<file path="config.mk">
export PLATFORM = sky130hd
export DESIGN_NAME = rgbe_pixel_codec
export DESIGN_NICKNAME = d
export VERILOG_FILES = /design/src/design/rgbe_pkg.sv /design/src/design/rgbe_lane_front.sv /design/src/design/rgbe_merge.sv /design/src/design/rgbe_lane_back.sv /design/src/design/rgbe_pixel_codec.sv
export VERILOG_INCLUDE_DIRS = /design/src /design/src/design
export SDC_FILE = /design/constraint.sdc
export NUM_CORES = 1
export LEC_CHECK = 0
export BUFFER_PORTS_ARGS = -buffer_cell sky130_fd_sc_hd__buf_2
export CORE_MARGIN = 2
export CORE_UTILIZATION = 40
export DETAILED_ROUTE_END_ITERATION = 16
export SETUP_SLACK_MARGIN = 0.02
export SYNTH_ARGS = -nofsm -noshare
export SYNTH_HDL_FRONTEND = slang
export SYNTH_HIERARCHICAL = 1
export SYNTH_SLANG_ARGS = --single-unit
</file>
<file path="constraint.sdc">
create_clock -name clk -period 14 [get_ports clk]
set_input_delay 0.7 -clock clk [delete_from_list [all_inputs] [get_ports clk]]
set_output_delay 0.7 -clock clk [all_outputs]
set_load 0.01 [all_outputs]
</file>
<file path="src/design/rgbe_pixel_codec_assert.svh">
// assertion macros used by the rgbe pixel codec top level
// expects clk and rst_n in the scope of each use
`ifndef RGBE_PIXEL_CODEC_ASSERT_SVH
`define RGBE_PIXEL_CODEC_ASSERT_SVH

// same-cycle implication
`define RGBE_ASSERT_IMP(label, ante, cons, msg) \
  label: assert property (@(posedge clk) disable iff (!rst_n) (ante) |-> (cons)) \
    else $error(msg);

// next-cycle implication
`define RGBE_ASSERT_NXT(label, ante, cons, msg) \
  label: assert property (@(posedge clk) disable iff (!rst_n) (ante) |=> (cons)) \
    else $error(msg);

`endif

</file>
<file path="src/design/rgbe_pkg.sv">
// package for the rgbe pixel codec: status codes, merge struct, constants
// no dependencies
package rgbe_pkg;

  typedef enum logic [1:0] {
    ST_OK    = 2'd0,
    ST_ZERO  = 2'd1,
    ST_SAT   = 2'd2,
    ST_CLAMP = 2'd3
  } status_t;

  typedef enum logic {
    ACT_DECODE = 1'b0,
    ACT_ENCODE = 1'b1
  } action_t;

  localparam int unsigned NUM_LANES = 3;

  // smallest positive float bit pattern not below 1e-32
  localparam logic [30:0] TINY_BITS = 31'h0A4F_B11F;
  localparam logic [7:0]  EXP_SAT   = 8'd254;

  typedef struct packed {
    logic       sat;
    logic       below;
    logic       clamped;
    logic [7:0] maxexp;
  } merge_t;

endpackage

</file>
<file path="src/design/rgbe_lane_front.sv">
// per-channel front lane: rgbe byte decode and float clean-up
// depends on nothing
module rgbe_lane_front (
  input  logic [7:0]  mant,
  input  logic [7:0]  shared_exp,
  input  logic [31:0] fbits,
  output logic [31:0] dec,
  output logic [30:0] clean,
  output logic        clamped
);

  logic [8:0]  v;
  logic [3:0]  p;
  logic [8:0]  psum;
  logic [8:0]  sub_sh;
  logic [31:0] v_ext;
  logic [31:0] norm_sh;
  logic [7:0]  nexp;
  logic        is_nan;
  logic        is_neg;

  assign v     = {mant, 1'b1};
  assign v_ext = {23'd0, v};

  always_comb begin
    p = 4'd0;
    for (int i = 1; i < 9; i++) begin
      if (v[i]) p = 4'(i);
    end
  end

  assign psum    = {5'd0, p} + {1'b0, shared_exp};
  assign sub_sh  = {1'b0, shared_exp} + 9'd12;
  assign norm_sh = v_ext << (5'd23 - {1'b0, p});
  assign nexp    = 8'(psum - 9'd10);

  always_comb begin
    if (psum >= 9'd11) begin
      dec = {1'b0, nexp, norm_sh[22:0]};
    end else begin
      dec = v_ext << sub_sh[4:0];
    end
  end

  assign is_nan  = (fbits[30:23] == 8'hFF) && (fbits[22:0] != 23'd0);
  assign is_neg  = fbits[31] && (fbits[30:0] != 31'd0);
  assign clamped = is_nan || is_neg;
  assign clean   = clamped ? 31'd0 : fbits[30:0];

endmodule

</file>
<file path="src/design/rgbe_merge.sv">
// merging stage: maximum of the cleaned lanes and the pixel-wide flags
// depends on rgbe_pkg
module rgbe_merge (
  input  logic [30:0]         c0,
  input  logic [30:0]         c1,
  input  logic [30:0]         c2,
  input  logic [2:0]          clamp_in,
  output rgbe_pkg::merge_t    info
);

  logic [30:0] m01;
  logic [30:0] mx;

  assign m01 = (c1 > c0) ? c1 : c0;
  assign mx  = (c2 > m01) ? c2 : m01;

  always_comb begin
    info.maxexp  = mx[30:23];
    info.sat     = mx[30:23] >= rgbe_pkg::EXP_SAT;
    info.below   = mx < rgbe_pkg::TINY_BITS;
    info.clamped = |clamp_in;
  end

endmodule

</file>
<file path="src/design/rgbe_lane_back.sv">
// per-channel back lane: mantissa byte from a cleaned float and the shared exponent
// depends on nothing
module rgbe_lane_back (
  input  logic [30:0] clean,
  input  logic [7:0]  maxexp,
  output logic [7:0]  mant
);

  logic [7:0]  ex;
  logic [23:0] sig;
  logic [8:0]  sh;
  logic [23:0] shifted;

  assign ex      = (clean[30:23] == 8'd0) ? 8'd1 : clean[30:23];
  assign sig     = {clean[30:23] != 8'd0, clean[22:0]};
  assign sh      = {1'b0, maxexp} - {1'b0, ex} + 9'd16;
  assign shifted = sig >> sh[4:0];
  assign mant    = (sh >= 9'd32) ? 8'd0 : shifted[7:0];

endmodule

</file>
<file path="src/design/rgbe_pixel_codec.sv">
// top level of the rgbe pixel codec: two-stage pipeline over three color lanes
// depends on rgbe_pkg, rgbe_lane_front, rgbe_merge, rgbe_lane_back
//
// one pixel per item on each channel. in_tuser selects the direction
// (0 decode rgbe bytes to floats, 1 encode floats to rgbe), in_tlast marks
// the last pixel of an image and comes back on out_tlast.
// stage one runs the three front lanes (decode, clean-up) and the merge of
// the maximum; stage two runs the three back lanes (mantissa shift) and
// forms the result register. an accepted item passes the stage-one and
// then the stage-two register before out_tvalid. throughput is one item
// per cycle unless stalled, set by the single pass through each stage.
// each stage holds while its successor is full and stalled, so a stalled
// receiver fills both stages and then drops in_tready; nothing is lost.
// out_tuser carries the status code (0 ok, 1 zeroed, 2 saturated, 3 clamped).
// reset (rst_n low, synchronous) empties both stages.
`include "rgbe_pixel_codec_assert.svh"
module rgbe_pixel_codec (
  input  logic         clk,
  input  logic         rst_n,
  input  logic         in_tvalid,
  output logic         in_tready,
  // mant_red, mant_green, mant_blue, shared_exp, float_red, float_green, float_blue
  input  logic [127:0] in_tdata,
  // action
  input  logic [0:0]   in_tuser,
  input  logic         in_tlast,
  output logic         out_tvalid,
  input  logic         out_tready,
  // dec_red, dec_green, dec_blue, enc_red, enc_green, enc_blue, enc_exp
  output logic [127:0] out_tdata,
  // status
  output logic [1:0]   out_tuser,
  output logic         out_tlast
);

  logic [31:0] dec_w   [3];
  logic [30:0] clean_w [3];
  logic [2:0]  clamp_w;
  logic [7:0]  enc_w   [3];
  rgbe_pkg::merge_t info_w;

  logic        s1_valid_r, s1_valid_nxt;
  logic        s1_act_r;
  logic        s1_last_r;
  logic [31:0] s1_dec_r   [3];
  logic [30:0] s1_clean_r [3];
  rgbe_pkg::merge_t s1_info_r;

  logic        s2_valid_r, s2_valid_nxt;
  logic        s2_ready;
  logic [127:0] s2_data_r, s2_data_nxt;
  logic [1:0]   s2_stat_r, s2_stat_nxt;
  logic         s2_last_r;

  for (genvar g = 0; g < rgbe_pkg::NUM_LANES; g++) begin : g_lane
    rgbe_lane_front u_front (
      .mant       (in_tdata[8*g +: 8]),
      .shared_exp (in_tdata[31:24]),
      .fbits      (in_tdata[32 + 32*g +: 32]),
      .dec        (dec_w[g]),
      .clean      (clean_w[g]),
      .clamped    (clamp_w[g])
    );
    rgbe_lane_back u_back (
      .clean  (s1_clean_r[g]),
      .maxexp (s1_info_r.maxexp),
      .mant   (enc_w[g])
    );
  end

  rgbe_merge u_merge (
    .c0       (clean_w[0]),
    .c1       (clean_w[1]),
    .c2       (clean_w[2]),
    .clamp_in (clamp_w),
    .info     (info_w)
  );

  assign s2_ready  = !s2_valid_r || out_tready;
  assign in_tready = !s1_valid_r || s2_ready;

  assign s1_valid_nxt = in_tready ? in_tvalid : s1_valid_r;
  assign s2_valid_nxt = s2_ready ? s1_valid_r : s2_valid_r;

  always_comb begin
    s2_data_nxt = '0;
    s2_stat_nxt = rgbe_pkg::ST_OK;
    if (s1_act_r == rgbe_pkg::ACT_DECODE) begin
      s2_data_nxt[95:0] = {s1_dec_r[2], s1_dec_r[1], s1_dec_r[0]};
    end else if (s1_info_r.sat) begin
      s2_data_nxt[127:96] = 32'hFFFF_FFFF;
      s2_stat_nxt = rgbe_pkg::ST_SAT;
    end else if (s1_info_r.below) begin
      s2_stat_nxt = s1_info_r.clamped ? rgbe_pkg::ST_CLAMP : rgbe_pkg::ST_ZERO;
    end else begin
      s2_data_nxt[127:96] = {8'(s1_info_r.maxexp + 8'd2), enc_w[2], enc_w[1], enc_w[0]};
      s2_stat_nxt = s1_info_r.clamped ? rgbe_pkg::ST_CLAMP : rgbe_pkg::ST_OK;
    end
  end

  always_ff @(posedge clk) begin
    if (!rst_n) begin
      s1_valid_r <= 1'b0;
      s2_valid_r <= 1'b0;
    end else begin
      s1_valid_r <= s1_valid_nxt;
      s2_valid_r <= s2_valid_nxt;
    end
  end

  always_ff @(posedge clk) begin
    if (in_tready && in_tvalid) begin
      s1_act_r   <= in_tuser[0];
      s1_last_r  <= in_tlast;
      s1_dec_r   <= dec_w;
      s1_clean_r <= clean_w;
      s1_info_r  <= info_w;
    end
    if (s2_ready && s1_valid_r) begin
      s2_data_r <= s2_data_nxt;
      s2_stat_r <= s2_stat_nxt;
      s2_last_r <= s1_last_r;
    end
  end

  assign out_tvalid = s2_valid_r;
  assign out_tdata  = s2_data_r;
  assign out_tuser  = s2_stat_r;
  assign out_tlast  = s2_last_r;

  `RGBE_ASSERT_NXT(a_s1_moves, s1_valid_r && s2_ready, s2_valid_r, "stage one item lost")
  `RGBE_ASSERT_IMP(a_stall_full, !in_tready, s1_valid_r && s2_valid_r, "ready low while not full")
  `RGBE_ASSERT_IMP(a_sat_bytes, out_tvalid && out_tuser == rgbe_pkg::ST_SAT,
    out_tdata[127:96] == 32'hFFFF_FFFF, "saturated pixel without 255 bytes")
  `RGBE_ASSERT_IMP(a_zero_bytes, out_tvalid && out_tuser == rgbe_pkg::ST_ZERO,
    out_tdata == 128'd0, "zeroed pixel with nonzero bytes")

endmodule
</file>
==> qor.csv <==
metric,value,unit
met2 usage in global routing,37.7,%
Worst Hold Class,primary input to flip-flop,
Final ANT Viol Nets,0,
buffer type at the clock tree root,clkbuf_16,
status,completed,
CP cell instances,buf_2 -> nor4_1 -> nand4_1 -> nor2_1 -> nor3_1 -> o21ai_1 -> buf_4 -> and2_1 -> ha_1 -> a21oi_1 -> o21ai_0 -> a221o_1 -> nor3_1 -> a2bb2oi_4 -> mux2_2 -> inv_1 -> ha_1 -> a21o_1 -> a221o_1 -> a221oi_1 -> a22o_1 -> mux2i_1 -> nor4_2 -> and4_1,
"EDFF count, synth",333,
Synth Warn #,6,
Clock Path Buffers,3,
site row count,89,
async set or reset register ratio after synthesis,0,%
Hold Crit Depth,1,
Hold Path End,s1_last_r$_DFFE_PP_,
"Largest delay share family, worst path",compound AO/OA/AOI/OAI gates,
"Hold-fix buffers, CTS",0,
R2R cell count,11,
max_slew headroom,22.6,%
"Seq/Total Area, Yosys",42.1,%
f_max,0.140,GHz
Slowest cell on crit path,a22o_1,
final net count,2723,
pins over their slew limit,0,
Post-DP Area,0.0256,mm²
max_cap viols,0,
die area,0.0616,mm²
Syn Std Cell Area,0.0239,mm²
"Largest stage delay, worst path",0.66,ns
Worst Path Buf+Inv,3,
min Tclk post-route,7.16,ns
vias per inst,5.83,
clk slew on worst S/H paths,0.06,ns
pwr/cell area,136,mW/mm²
Worst Path Max Fanout,23,
Worst R2R Start,s1_clean_r[59]$_DFFE_PP_,
post-cts resize count,0,
CP endpoint kind,flip-flop,
Total Routed Length,70.2,mm
R2R Setup Slk,9.31,ns
CTS sink cnt,335,
"Hold Violations, Final",0,
Setup TNS,0,ns
top_reg_cell synth,edfxtp_1,
static leakage,10.7,nW
most frequent cells in the layout,"edfxtp_1 (333), buf_2 (266), nor2b_1 (145), nor2_1 (145), ha_1 (129)",
# setup viols final,0,
drc violations,0,
met1 Use GR,28.5,%
TritonCTS clock tree,done,
Setup crit start kind,primary input,
library cells used by synthesis,87,
Worst Path Arrival,7.49,ns
final cycle utilization of the critical path,51.2,%
cell count after synthesis,2266,
TritonRoute pass-1 iters,7,
largest net degree at the start of global routing,81,
wire per inst,21.5,µm
DP HPWL,51.7,mm
maximum VDD drop,89.3,µV
1st-iter DRT viols,1573,
Slew @ Worst Pin,1.16,ns
Tot GR Track Use,22.3,%
busiest grt layer,met2,
design area,0.0272,mm²
hold path start,in_tlast,
synth-to-layout area growth,14.0,%
RR Endpoint,out_tdata[105]$_SDFFCE_PN0P_,
Synth Net Count,2535,
Final Wtd Congestion,0.958,
first-pass GRT wire length,106,mm
total grt overflow,0,
RSZ-0062 raised after global routing,no,
vias post-DR,19010,
Ports,267,
htree depth,2,
Die Y-Extent,248,µm
critical path class,primary input to flip-flop,
number of post-CTS setup repair buffers,0,
clock latency on the worst-skew pair,0.57,ns
Seq cells post-synth,335,
"most common cell after layout, fill and taps aside",edfxtp_1,
Clock Skews,0.0142,ns
Initial Utilization,40.4,%
layout cells sized above 1,19.8,%
initial antenna violation count,6,
Mean Syn Cell Area,10.5,µm²
met3 Track Usage GR,5.35,%
Die Wd,248,µm
TritonCTS buffer count,42,
core area,0.0590,mm²
PortBufs,266,
vias in the first global route,18294,
required time of the worst setup path,14.32,ns
==> area by class of cell <==
class | count | area [µm²]
Fill cell | 5579 | 31800
Multi-Input combinational cell | 1663 | 12700
Sequential cell | 335 | 10000
Timing Repair Buffer | 284 | 1470
Clock buffer | 47 | 1090
Tap cell | 773 | 967
Inverter | 128 | 480
Clock inverter | 28 | 468
Antenna cell | 2 | 5.00
==> synthesized netlist by cell type, types with 37 or more instances <==
library cell	n	share of area [%]
a21oi_1	109	2.3
and2_1	119	3.1
clkbuf_1	86	1.4
edfxtp_1	333	42
ha_1	129	6.8
inv_1	125	2.0
mux2i_1	123	5.2
mux4_2	42	4.0
nand2_1	103	1.6
nand3_1	50	1.0
nor2_1	145	2.3
nor2b_1	146	3.8
nor3_1	53	1.1
nor4_1	37	0.97
o21a_1	45	1.4
o21ai_0	61	1.3
==> routing by layer <==
| layer | share of wire [%] | wire, µm | vias to the layer above |
|---|---|---|---|
| met2 | 48 | 33900 | 697 |
| met4 | 2.5 | 1730 | 2 |
| li1 | - | - | 8875 |
| met1 | 42 | 29200 | 9323 |
| met5 | 0.010 | 7 | - |
| met3 | 7.6 | 5350 | 113 |
==> per-stage QoR <==
step	hold slack [ns]	setup WS (ns)	utilization, %	power (mW)	cells
3_3_place_gp	0.401	6.42	43.4	2.44	3183
6_report	0.299	6.84	46.1	3.69	3260
5_1_grt	0.271	6.33	46.1	3.86	3258
3_5_place_dp	0.406	6.38	43.4	2.45	3183
2_1_floorplan	0.400	6.79	-	2.18	2266
4_1_cts	0.263	6.99	46.1	3.70	3258
==> registers in the layout, summed over array words and instances (netlist names) <==
register    flops
out_tuser       2
s1_valid_r      1
s1_act_r        1
out_tdata     128
s1_info_r      11
s1_clean_r     93
s1_dec_r       96
out_tvalid      1
s1_last_r       1
out_tlast       1
==> cell families after synthesis <==
| kind of cell | count (synthesis) | share of synthesized area, % |
|---|---|---|
| buffers and inverters | 268 | 4.93 |
| AOI/OAI and AO/OA | 479 | 14.2 |
| DFF | 335 | 42.1 |
| xor gates and xnor gates | 46 | 1.78 |
| adders and majority gates | 135 | 7.27 |
| and+or+nand+nor | 793 | 18.1 |
| muxes | 210 | 11.6 |
==> power breakdown <==
| part | switching, mW | total [mW] | leakage, nW | internal (mW) |
|---|---|---|---|---|
| clock network | 0.448 | 1.23 | 0.751 | 0.785 |
| registers | 0.0390 | 1.23 | 3.28 | 1.19 |
| logic | 0.710 | 1.22 | 6.63 | 0.510 |
==> worst max-delay path by stage <==
stage | depth (start not counted) | from | slack, ns | to
finish | 24 | in_tdata[81] | 6.84 | s1_info_r[10]$_DFFE_PP_
global route | 24 | in_tdata[81] | 6.33 | s1_info_r[10]$_DFFE_PP_
CTS | 24 | in_tdata[81] | 6.99 | s1_info_r[10]$_DFFE_PP_
detailed placement | 24 | in_tdata[81] | 6.38 | s1_info_r[10]$_DFFE_PP_
global placement | 24 | in_tdata[81] | 6.42 | s1_info_r[10]$_DFFE_PP_
floorplan | 2 | out_tready | 6.79 | out_tdata[0]$_SDFFCE_PP0P_
(Power assumes the default switching activity.)
